===== src/assert_macros.svh =====
// Assertion helpers for the distance pipeline; sampled on aclk, off during reset.
`ifndef ASSERT_MACROS_SVH
`define ASSERT_MACROS_SVH

// Same-cycle implication.
`define SD_ASSERT(label, ante, cons) \
    label: assert property (@(posedge aclk) disable iff (!aresetn) (ante) |-> (cons)) \
        else $error("distance pipeline check failed");

// Next-cycle implication.
`define SD_ASSERT_NEXT(label, ante, cons) \
    label: assert property (@(posedge aclk) disable iff (!aresetn) (ante) |=> (cons)) \
        else $error("distance pipeline check failed");

`endif


===== src/stdist_sqrt_step.sv =====
module stdist_sqrt_step #(
    parameter int STEP = 0,
    parameter int SW   = 1
) (
    input  logic          aclk,
    input  logic          aresetn,
    input  logic          en,
    input  logic          in_valid,
    input  logic [63:0]   in_n,
    input  logic [63:0]   in_res,
    input  logic [SW-1:0] in_side,
    output logic          out_valid,
    output logic [63:0]   out_n,
    output logic [63:0]   out_res,
    output logic [SW-1:0] out_side
);

    localparam logic [63:0] BIT = 64'd1 << (62 - 2 * STEP);

    logic [63:0] trial, n_next, res_next, n_reg, res_reg;
    logic [SW-1:0] side_reg;
    logic valid_reg;

    always_comb begin
        trial = in_res + BIT;
        if (in_n >= trial) begin
            n_next   = in_n - trial;
            res_next = (in_res >> 1) + BIT;
        end else begin
            n_next   = in_n;
            res_next = in_res >> 1;
        end
    end

    always_ff @(posedge aclk) begin
        if (!aresetn) begin
            valid_reg <= 1'b0;
        end else if (en) begin
            valid_reg <= in_valid;
        end
    end

    always_ff @(posedge aclk) begin
        if (en) begin
            n_reg    <= n_next;
            res_reg  <= res_next;
            side_reg <= in_side;
        end
    end

    assign out_valid = valid_reg;
    assign out_n     = n_reg;
    assign out_res   = res_reg;
    assign out_side  = side_reg;

endmodule


===== config.mk =====
export PLATFORM = sky130hd
export DESIGN_NAME = stdist_sqrt_step
export DESIGN_NICKNAME = d
export VERILOG_FILES = /design/src/assert_macros.svh /design/src/stdist_sqrt_step.sv
export SDC_FILE = /design/constraint.sdc
export NUM_CORES = 1
export LEC_CHECK = 0
export BUFFER_PORTS_ARGS = -buffer_cell sky130_fd_sc_hd__buf_2
export CAP_MARGIN = 30
export CORE_UTILIZATION = 48
export CTS_CLUSTER_SIZE = 14
export DETAILED_ROUTE_END_ITERATION = 10
export PLACE_DENSITY_LB_ADDON = 0.2
export SETUP_SLACK_MARGIN = 0.15
export SLEW_MARGIN = 10
export SYNTH_ARGS = -nofsm -noshare
export SYNTH_HDL_FRONTEND = slang
export SYNTH_SLANG_ARGS = --single-unit
export TNS_END_PERCENT = 20

===== constraint.sdc =====
create_clock -name aclk -period 3.25 [get_ports aclk]
set_input_delay 0.8125 -clock aclk [delete_from_list [all_inputs] [get_ports aclk]]
set_output_delay 0.8125 -clock aclk [all_outputs]
set_load 0.05 [all_outputs]

Yosys cells after proc, flatten, opt, wreduce, memory -nomap -nowiden:

Index checks and enable logic that the tools add are counted.

* magnitude comparators: 1
* mux-type cells: 2
* add/subtract/negate cells: 3

Operator list (count)
* $add 63x63->64 const B: 1
* $add 64x63->64 const B: 1
* $ge 64x64->1: 1
* $mux 64: 1
* $sub 64x64->64: 1
* $mux 63: 1

* register bits after elaboration: 130
* output and inout bits: 130
* bits of input ports: 133
* word-level logic and storage cells: 11

Longest topological paths before layout:

* word-level depth: 3
* mapped depth: 15
* mapped depth without buffers: 13

Least setup slack after synthesis:

OpenSTA, ideal clock, no wires.

* path kind: input to register
* start point: input port in_n[0]
* end point: register n_reg[62], in the netlist out_n[62] (data pin)
* arrival time: 3.139 ns
* stages on the path: 14
* buffers on the path: 1
* path slack: -0.158 ns
* cell sequence: inv_1 ha_1 fa_1 nor2b_1 o21a_1 o211ai_2 a31o_2 nand2_2 a311oi_2 a31oi_4 nor2_4 buf_6 nor4bb_1 nor4_2

* longest elaborated chain between the ends: 2

RTL lines
* start: declaration: RTL line stdist_sqrt_step.sv:9 `input logic [63:0] in_n,`
* $sub 64x64->64 / $ge 64x64->1 (equally long branches): RTL line stdist_sqrt_step.sv:27, stdist_sqrt_step.sv:26
* $mux 64 *: RTL line stdist_sqrt_step.sv:26 `if (in_n >= trial) begin`
* via n_next[62]: RTL line stdist_sqrt_step.sv:20 `logic [63:0] trial, n_next, res_next, n_reg, res_reg;`
* end signal: assignment: RTL line stdist_sqrt_step.sv:45 `n_reg <= n_next;`
* end: declaration: RTL line stdist_sqrt_step.sv:20

Mark *: on every way through the listed nets, which the timed path passes. The rest lies on a longest branch.
A chain may end at the register's enable or synchronous reset.

Worst setup path after layout:

* start point: input port in_res[3]
* end point: register n_reg[2], in the netlist out_n[2] (data pin)

* longest elaborated chain between the ends: 3

RTL lines
* start: declaration: RTL line stdist_sqrt_step.sv:10 `input logic [63:0] in_res,`
* $add 64x63->64: RTL line stdist_sqrt_step.sv:25 `trial = in_res + BIT;`
* $ge 64x64->1: RTL line stdist_sqrt_step.sv:26
* $mux 64: RTL line stdist_sqrt_step.sv:26
* via n_next[2]: RTL line stdist_sqrt_step.sv:20

The timed path passes the listed nets, and every way through them passes these cells.

==> impl_metrics.ini <==
[clocking]
worstSkewPairLatency_ns = 0.42
clk_pin_slew_ns = 0.06
cts_hold_buf = 0
numCtsBuffers = 17
tritoncts = done
htreeDepth = 4
cts-root-buf = clkbuf_16
cts_max_path_buffers = 2
cts_num_sinks = 130

[pwr]
ir_drop_mv = 0.3877
powerDensity_nw_per_um2 = 514.7
p_leak_nw = 6.140
p_total_w = 0.006731

[timing]
slew_viol_final = 0
max_slew_margin_pct = 51.51
worst_pin_slew_ns = 0.7173
hold_violations = 0
fmax_mhz = 317.6
setup_viol = 0
finalClockSkew_ns = 0
finalCritPeriodShare_pct = 96.87
fin_crit_ns = 3.148
rsz0062_at_grt = true

[placement]
dpl_cell_area_sq_um = 11930
portBuffers = 262
dpl.hpwl_mm = 20.90
gp_congestion = 0.9587

[floorplan]
die_height_microns = 137.3
start_util_pct = 48.94
die_area_sq_um = 18860
pin_count = 263
fp.coreArea_sq_um = 17960
die_width_microns = 137.3
num_rows = 49

[logic_synthesis]
ys_warn_count = 0
ys_ff_latch = 130
synth_cell_types = 65
synth_fp_nets = 1114
yosysSeqAreaShare_pct = 44.29
yosys.area_share.xor_xnor_pct = 5.778
synthAdderAreaFrac_pct = 9.335
synth_compound_area_share_pct = 21.45
yosys.area_share.simple_pct = 12.89
syn-cell-area_sq_um = 8792
synth_top_family_by_area = compound AO/OA/AOI/OAI gates
ys.flop_type = edfxtp_1
synth_mux_area_share_pct = 0.8681
syn_inst = 916
async_flop_share_pct = 0
synth-edff-count = 129
synth.avg_cell_area_sq_um = 9.598

[global_routing]
met1_usage_pct = 37.22
grt_pass1_wl_mm = 40.88
met3_usage_pct = 5.740
met2_usage_pct = 46.27
busiest_layer = met2
grt_usage_pct = 28.43
antenna_found_initial = 1
grt.overflow.total = 0
grt_start_max_net_pins = 55
grt_pass1_vias = 8361

[final_layout]
syn2layout_area_growth_pct = 48.74
final_util_pct = 72.80
layout-drive-gt1-share_pct = 42.26
final_cell_area_sq_um = 13080
fin_nets = 1574

[route]
drc = 0
dr.pass1.iters = 5
viasPerCell = 5.414
vias = 8766
routedWlPerCell_microns = 17.10
ant_nets = 0
routed_wl_mm = 27.69
drt-initial-drc-count = 536

[worst_setup_path]
cp_data_required_time_ns = 3.38
crit_path_end = out_n[2]
crit_fanout = 10
cp_slowest_cell = a311oi_4
worst-path-buf-inv = 6
worst-r2r-setup-slack_ns = 2.66
cp_top_family = compound AO/OA/AOI/OAI gates
cp-end-kind = flop
crit-reg2reg-capture = out_valid
r2r_start = out_valid
worstRegToRegCells = 2
crit_type = in -> reg
arrival_ns = 3.28
path_depth = 15
cp-start-kind = primary input
crit_path_start = in_res[3]
crit_chain = buf_2 -> inv_2 -> ha_4 -> buf_4 -> buf_4 -> o21a_1 -> o211ai_2 -> a31o_4 -> nand2_4 -> a311oi_4 -> a31oi_4 -> nor2_4 -> buf_12 -> buf_12 -> o21ai_0
critPathMaxStageDelay_ns = 0.31

[status]
status = completed

[flow_run]
maxCapViolations = 0

[min_path]
hold_path.class = reg -> reg
power by group:
| part | switching (W) | internal, W |
|---|---|---|
| logic | 0.00165 | 0.000974 |
| clock network | 0.000766 | 0.00120 |
| registers | 0.0000492 | 0.00209 |
| total | 0.00247 | 0.00427 |
cell type report:
class	count	area, sq um
inverters	80	325.3
well taps	229	286.5
clock buffers	17	425.4
repair buffers	478	3110
clock inverters	15	166.4
flip-flops and latches	130	3894
fillers	1391	4886
multi-input cells	669	4867
diodes	1	2.502
through the flow:
step	hold WS [ns]	std cells	worst slack [ns]	TNS [ns]
global route	0.5659	1618	0.005663	0
finish	0.5136	1619	0.1018	0
global placement	0.4927	1571	-0.5668	-15.05
CTS	0.5236	1604	0.07743	0
floorplan	0.7429	916	0.06110	0
detailed placement	0.5082	1571	-0.6040	-19.75
logic make-up (layout without fill, tap and decap cells):
| family | count (synthesis) | in the layout |
|---|---|---|
| adders and majority gates | 65 | 65 |
| xor gates and xnor gates | 58 | 58 |
| muxes | 7 | 7 |
| DFF | 130 | 130 |
| AOI/OAI and AO/OA | 303 | 303 |
| buffers and inverters | 117 | 590 |
| and+or+nand+nor | 236 | 236 |
| other | 0 | 1 |
layer usage:
layer | wire (microns) | up-vias
met5 | 0 | -
met4 | 810 | 0
met3 | 1881 | 67
met2 | 13000 | 374
met1 | 11990 | 4054
li1 | - | 4271
synthesized netlist by cell type (3+ instances only):
master,n,area (sq um)
xnor2_1,33,289.0
or3_1,3,18.77
nor2b_1,9,56.30
ha_1,64,800.8
and3_1,3,18.77
nand2_1,106,397.9
edfxtp_1,129,3874
nor3_1,15,75.07
nand3_1,9,45.04
o221ai_1,3,26.28
a21oi_1,86,430.4
nor4_1,3,18.77
buf_2,13,65.06
o31ai_1,3,22.52
o21a_1,9,67.56
clkbuf_1,20,75.07
o21ai_1,5,25.02
mux2_2,5,56.30
nor2_1,37,138.9
a21o_1,45,337.8
nand2b_1,4,25.02
buf_4,3,22.52
a31oi_1,6,37.54
o21ai_0,88,440.4
a211o_1,3,26.28
o21bai_1,21,157.7
nor4bb_1,3,30.03
a21boi_0,4,30.03
nand4_1,24,150.1
inv_1,80,300.3
and4_1,4,35.03
o211ai_1,6,45.04
xor2_1,25,219.0
a211oi_1,4,30.03
how the worst min path moves through the flow:
stage               depth (start not counted)       start  slack (ns)          end
floorplan                                   2   out_valid        0.74    out_valid
global placement                            2   out_valid        0.49    out_valid
detailed placement                          2   out_valid        0.51    out_valid
CTS                                         2   out_valid        0.52    out_valid
global route                                1  in_res[35]        0.57  out_res[34]
finish                                      2   out_valid        0.51    out_valid
worst register-to-register path: stages (launching register included):
cell and delay, ns:
dfxtp_1 0.30, mux2i_1 0.13, nor2b_1 0.06
state kept, by name (all words and copies together), names as in the netlist:
signal	cells
out_n	64
out_res	64
out_side	1
out_valid	1
cell usage in the layout, fill, tap and decap left out, drive strengths merged, types with 33 or more instances in the layout:
| master | n |
|---|---|
| nor2 | 38 |
| nand2 | 107 |
| inv | 81 |
| o21ai | 93 |
| a21o | 45 |
| ha | 64 |
| edfxtp | 129 |
| buf | 475 |
| xnor2 | 33 |
| a21oi | 86 |
timing repair:
action | CTS | global route
endpoints found under the setup margin | 32 | 62
pin swaps | 1 | 35
gates resized for setup | 6 | 78
buffers inserted | 0 | 12
gates cloned | 1 | 2
endpoints found under the hold margin | 0 | 0
Note: power is estimated with default switching activity, not from simulation.
