**config.mk**
```make
export PLATFORM = sky130hd
export DESIGN_NAME = stdist_div_step
export DESIGN_NICKNAME = d
export VERILOG_FILES = /design/src/assert_macros.svh /design/src/stdist_pkg.sv /design/src/stdist_div_step.sv
export SDC_FILE = /design/constraint.sdc
export NUM_CORES = 1
export LEC_CHECK = 0
export BUFFER_PORTS_ARGS = -buffer_cell sky130_fd_sc_hd__buf_4
export CAP_MARGIN = 5
export CORE_MARGIN = 8
export CORE_UTILIZATION = 25
export DETAILED_ROUTE_END_ITERATION = 8
export PLACE_DENSITY_LB_ADDON = 0.08
export SLEW_MARGIN = 5
export SYNTH_ARGS = -nofsm -noshare
export SYNTH_HDL_FRONTEND = slang
export SYNTH_SLANG_ARGS = --single-unit
```
**constraint.sdc**
```tcl
create_clock -name aclk -period 3.3 [get_ports aclk]
set_input_delay 0.165 -clock aclk [delete_from_list [all_inputs] [get_ports aclk]]
set_output_delay 0.165 -clock aclk [all_outputs]
set_load 0.1 [all_outputs]
```
**src/assert_macros.svh**
```systemverilog
// Assertion helpers for the distance pipeline; sampled on aclk, off during reset.
`ifndef ASSERT_MACROS_SVH
`define ASSERT_MACROS_SVH

// Same-cycle implication.
`define SD_ASSERT(label, ante, cons) \
    label: assert property (@(posedge aclk) disable iff (!aresetn) (ante) |-> (cons)) \
        else $error("distance pipeline check failed");

// Next-cycle implication.
`define SD_ASSERT_NEXT(label, ante, cons) \
    label: assert property (@(posedge aclk) disable iff (!aresetn) (ante) |=> (cons)) \
        else $error("distance pipeline check failed");

`endif

```
**src/stdist_pkg.sv**
```systemverilog
package stdist_pkg;

    localparam int FRAC_BITS_DEF = 16;
    localparam int SQ_STEPS      = 32;        // one result bit per step of a 64-bit isqrt
    localparam int QW            = 34;        // quotient magnitude bits
    localparam int DIV_RW        = QW + 32;   // remainder width, holds divisor << (QW-1)

    typedef enum logic [2:0] {
        REG_MODE     = 3'd0,
        REG_SHIFT_X  = 3'd1,
        REG_SHIFT_Y  = 3'd2,
        REG_SHIFT_Z  = 3'd3,
        REG_LENGTHS  = 3'd4,
        REG_SCALES_A = 3'd5,
        REG_SCALES_B = 3'd6,
        REG_RADII    = 3'd7
    } reg_idx_t;

    // mode_flags bit positions
    localparam int MB_FOLD_X = 0;
    localparam int MB_FOLD_Y = 1;
    localparam int MB_FOLD_Z = 2;
    localparam int MB_SWAP   = 3;
    localparam int MB_ZX     = 4;
    localparam int MB_ZY     = 5;
    localparam int MB_YX     = 6;
    localparam int MB_XY     = 7;
    localparam int MB_SQUARE = 8;

    typedef struct packed {
        logic        [8:0]  mode;
        logic signed [31:0] shift_x;
        logic signed [31:0] shift_y;
        logic signed [31:0] shift_z;
        logic signed [31:0] len_x;
        logic signed [31:0] len_y;
        logic signed [31:0] sc_zx;
        logic signed [31:0] sc_zy;
        logic signed [31:0] sc_yx;
        logic signed [31:0] sc_xy;
        logic signed [31:0] ring_r;
        logic signed [31:0] thick;
    } cfg_t;

    // per-item data that rides along the pipeline
    typedef struct packed {
        logic signed [31:0] mx;
        logic signed [31:0] my;
        logic signed [31:0] mz;
        logic signed [31:0] prior;
        logic        [30:0] dsc;
        logic        [31:0] az;
    } carry_t;

endpackage

```
**src/stdist_div_step.sv**
```systemverilog
module stdist_div_step #(
    parameter int STEP = 0,
    parameter int SW   = 1
) (
    input  logic                          aclk,
    input  logic                          aresetn,
    input  logic                          en,
    input  logic                          in_valid,
    input  logic [stdist_pkg::DIV_RW-1:0] in_rem,
    input  logic [stdist_pkg::QW-1:0]     in_q,
    input  logic [31:0]                   in_dvs,
    input  logic [SW-1:0]                 in_side,
    output logic                          out_valid,
    output logic [stdist_pkg::DIV_RW-1:0] out_rem,
    output logic [stdist_pkg::QW-1:0]     out_q,
    output logic [31:0]                   out_dvs,
    output logic [SW-1:0]                 out_side
);

    logic [stdist_pkg::DIV_RW-1:0] sub, rem_next, rem_reg;
    logic [stdist_pkg::QW-1:0] q_next, q_reg;
    logic [31:0] dvs_reg;
    logic [SW-1:0] side_reg;
    logic valid_reg;

    assign sub = stdist_pkg::DIV_RW'(in_dvs) << STEP;

    always_comb begin
        rem_next = in_rem;
        q_next   = in_q;
        if (in_rem >= sub) begin
            rem_next     = in_rem - sub;
            q_next[STEP] = 1'b1;
        end
    end

    always_ff @(posedge aclk) begin
        if (!aresetn) begin
            valid_reg <= 1'b0;
        end else if (en) begin
            valid_reg <= in_valid;
        end
    end

    always_ff @(posedge aclk) begin
        if (en) begin
            rem_reg  <= rem_next;
            q_reg    <= q_next;
            dvs_reg  <= in_dvs;
            side_reg <= in_side;
        end
    end

    assign out_valid = valid_reg;
    assign out_rem   = rem_reg;
    assign out_q     = q_reg;
    assign out_dvs   = dvs_reg;
    assign out_side  = side_reg;

endmodule

```
Yosys cells after proc, flatten, opt, wreduce, memory -nomap -nowiden
Index checks and enable logic that the tools add are counted.
- register bits: 134
- bits of input ports: 137
- output and inout port bits: 134
- word-level logic and storage cells: 9
- $add $sub $neg: 1
- $lt $le $gt $ge: 1
- muxes and demuxes: 1
- operators by type and width (cell ; count):
    66-bit by 32-bit greater-or-equal comparator with 1-bit output ; 1
    66-bit two-way mux ; 1
    66-bit by 32-bit subtractor with 66-bit output ; 1

Longest topological paths before layout
- word-level depth: 2
- gate-level depth with buffers: 15

Worst setup path after synthesis
No wires, ideal clock.
- path type: input -> register
- start point: in in_rem[0] (netlist name)
- end point: reg rem_reg, in the netlist out_rem[50], data pin
- data arrival time: 2.503 ns
- data required time: 3.034 ns
- path slack: 0.532 ns
- stages on the path: 13
- buffers on the path: 1
- cells stage by stage: inv_1 > ha_1 > inv_1 > fa_1 > nand3_1 > a21oi_1 > nor3_1 > o21ai_0 > a221oi_1 > o211ai_4 > buf_6 > nor3_1 > xor2_1
- word-level cells in the longest chain between the ends: 2
- ends and longest elaborated chain (item ; line ; text):
    from (decl) ; stdist_div_step.sv:9 ; input logic [stdist_pkg::DIV_RW-1:0] in_rem,
    66-bit by 32-bit subtractor with 66-bit output / 66-bit by 32-bit greater-or-equal comparator with 1-bit output (equally long branches) ; stdist_div_step.sv:32, stdist_div_step.sv:31 ;
    66-bit two-way mux (*) ; stdist_div_step.sv:31 ; if (in_rem >= sub) begin
    via rem_next, one bit ; stdist_div_step.sv:20 ; logic [stdist_pkg::DIV_RW-1:0] sub, rem_next, rem_reg;
    to (signal assigned) ; stdist_div_step.sv:47 ; rem_reg <= rem_next;
    to (decl) ; stdist_div_step.sv:20 ;
Mark *: on every way through the listed nets, which the timed path passes. The rest lies on a longest branch.
A chain may end at the register's enable or synchronous reset.

Worst setup path in the final report
- start point: in in_rem[3] (netlist name)
- end point: reg rem_reg, in the netlist out_rem[43], data pin
Same word-level chain as after synthesis.

==> impl_results.md <==
- Status: finished clean
- Post-synth cell types: 68
- Placed Instances: 1357
- Sequential share of the synthesized area: 53.6%
- Via count: 6618
- Clock transition at path regs: 0.07 ns
- Port bufs: 270
- Async set-or-reset flop fraction in the synthesized netlist: 0%
- VDD IR max: 0.000292 V
- Most frequent cell after synthesis: edfxtp_1
- TritonCTS buffer count: 17
- Remaining global-route overflow: 0
- Area contributors post-synth: edfxtp_1 (53%), ha_1 (5.3%), xor2_1 (4.7%)
- Crit path time final: 3.13 ns
- Vias in the first global route: 6942
- Slew HR: 55.2%
- Row count: 63
- Critical path cell sequence: dlygate4sd3_1, buf_4, ha_1, a21o_1, a21oi_1, a21oi_1, a211oi_1, buf_4, a21oi_1, a21oi_1, nor4b_1, xor2_1
- Drt via density: 4.49
- Drt first-iter violations: 390
- Antenna Nets Post-Route: 0
- Setup_tns: 0 ns
- Max Slew Vio Count: 0
- Synthesis-stage register bit count: approximately 130
- RePlAce Congestion: 0.795
- GRT Util Overall: 15.0%
- Post-route DRC: 0
- Die X: 189 um
- Core Region: 29600 um^2
- Largest net degree at the start of global routing: 56
- Cell mode on critical path: a21oi_1
- Clock skew: 0 ns
- Worst path bufs/invs: 3
- CTS tree: done
- Fmax: roughly 320 MHz
- CP endpoint kind: flop
- Syn_area_per_cell: around 11 um^2
- Least-Margin Pin Slew: 0.668 ns
- Die area: 35800 um^2
- Synth Net Count: 840
- Initial Util: between 20% and 30%
- Root buf cell: clkbuf_16
- Non-Filler Instances: 1473
- Crit path required time: 3.47 ns
- Area growth syn-to-layout: 56.6%
- Placed cell areas: 10300 um^2
- Clock Path Buffers: 2
- Wire length per cell after detailed routing: approximately 19 um
- Worst Hold Class: input pin to flop
- RSZ-0062 raised after global routing: yes
- WP data arrival: 3.30 ns
- Cell family with the largest share of critical-path delay: compound AO/OA/AOI/OAI gates
- Final hold vios: 0
- Final instance area: 11700 um^2
- First-pass GRT wire length: 41600 um
- Max Cap Viol: 0
- First-pass DRT Iterations: 4
- Area leader, netlist: edfxtp_1
- Final setup violation count: 0
- Post-synth top area share: a little over half
- Max stage delay on crit path: 0.54 ns
- Syn Inst Count: 670
- Critical-path top delay cell: dlygate4sd3_1
- Mapped Area: approximately 7500 um^2
- Detailed Place HPWL: 21200 um
- Worst-Skew Late Latency: approximately 0.43 ns
- Yosys Warn Count: 0
- Num Clock Sinks: 134
- Initial antenna violation count: 1
- Layout cell share with drive strength beyond 1: a little under two fifths
- Leakage: 4.88 nW
- Period Utilization, post-route: 95.0%
- Pwr/cell area: 549 nW/um^2
- Nets: around 1200
- H-tree depth: 4
- Ports: 271
- Top cells by instance count after synthesis: edfxtp_1 (133), nand2_1 (68), a21oi_1 (49)
- Height of the die: 189 um
- Post-synth top flop: edfxtp_1
- CP Launch Type: input pin
- Critical path fanouts, max: 6
- Crit path kind: input pin to flop
- Routed wire length: 27300 um
- EDFF count, synth: 133
where the power goes:
part,internal [mW],switching [mW],leakage [nW]
Clock,1.12,0.804,0.278
Combinational,0.626,1.75,3.29
Sequential,2.08,0.0510,1.31
area by class of cell:
class / instances / area, um^2
fillers: 2941 / 17800
flip-flops and latches: 134 / 4010
multi-input cells: 468 / 3250
repair buffers: 403 / 3220
well taps: 390 / 488
clock buffers: 19 / 433
inverters: 45 / 169
clock inverters: 13 / 146
diodes: 1 / 2.50
timing repair:
item                                   in CTS  in global routing
endpoints found under the hold margin      72                  0
buffers inserted                            0                 10
gates resized for setup                     0                 15
setup endpoints to repair                   0                 53
hold buffers                               73                  0
state kept, by name, summed over array words and instances, names as in the netlist:
register,flops
out_rem,66
out_q,34
out_dvs,32
out_valid,1
out_side,1
final timing paths:
| kind | from | end | slack, ns | cells after the start |
|---|---|---|---|---|
| worst max register to register | out_valid$_SDFFE_PN0P_ | out_valid$_SDFFE_PN0P_ | 2.16 | 3 |
| worst min register to register | out_valid$_SDFFE_PN0P_ | out_valid$_SDFFE_PN0P_ | 1.06 | 3 |
| worst max-delay path | in_rem[3] | out_rem[43]$_DFFE_PP_ | 0.17 | 12 |
| worst min-delay path | in_q[0] | out_q[0]$_SDFFCE_PP1P_ | 0.02 | 2 |
kinds of logic after synthesis:
logic type               share of synthesized area (%)
AND/OR/NAND/NOR                                   15.5
flip-flops                                        53.6
buffers and inverters                             3.94
adder cells (fa/ha/maj)                           5.61
AO/OA/AOI/OAI                                     13.6
multiplexers                                     0.418
XOR/XNOR                                          7.37
layer usage:
metal | global-route usage (%) | up-vias | share of wire [%]
li1 | - | 3287 | -
met5 | 0 | - | 0
met4 | 3.91 | 0 | 1.0
met2 | 23.5 | 185 | 46
met3 | 4.32 | 19 | 6.6
met1 | 20.1 | 3127 | 46
placed cells by master, fill, tap and decap left out, types with 10 or more instances in the layout:
master,Yosys,layout
a21oi_1,49,48
edfxtp_1,133,133
dlygate4sd3_1,0,73
a21o_1,17,17
ha_1,32,32
nor3_1,13,13
clkbuf_16,0,17
xnor2_1,23,23
inv_1,45,45
nand4_1,11,11
nand2_1,68,68
xor2_1,40,40
nor2_1,28,28
o21ai_0,47,46
nand3_1,10,10
buf_4,1,328
per-stage QoR:
stage                     setup slack, ns  util, %  hold WS [ns]  power, mW
after floorplan                     0.532        -         0.264       3.79
after global placement             0.0487     34.7         0.343       4.46
after detailed placement           0.0278     34.7         0.344       4.46
after CTS                          0.0368     39.2      0.000438       6.50
after global routing              -0.0374     39.7      0.000972       6.70
final                               0.165     39.7        0.0220       6.44
Power figures use the tool's default switching activity.
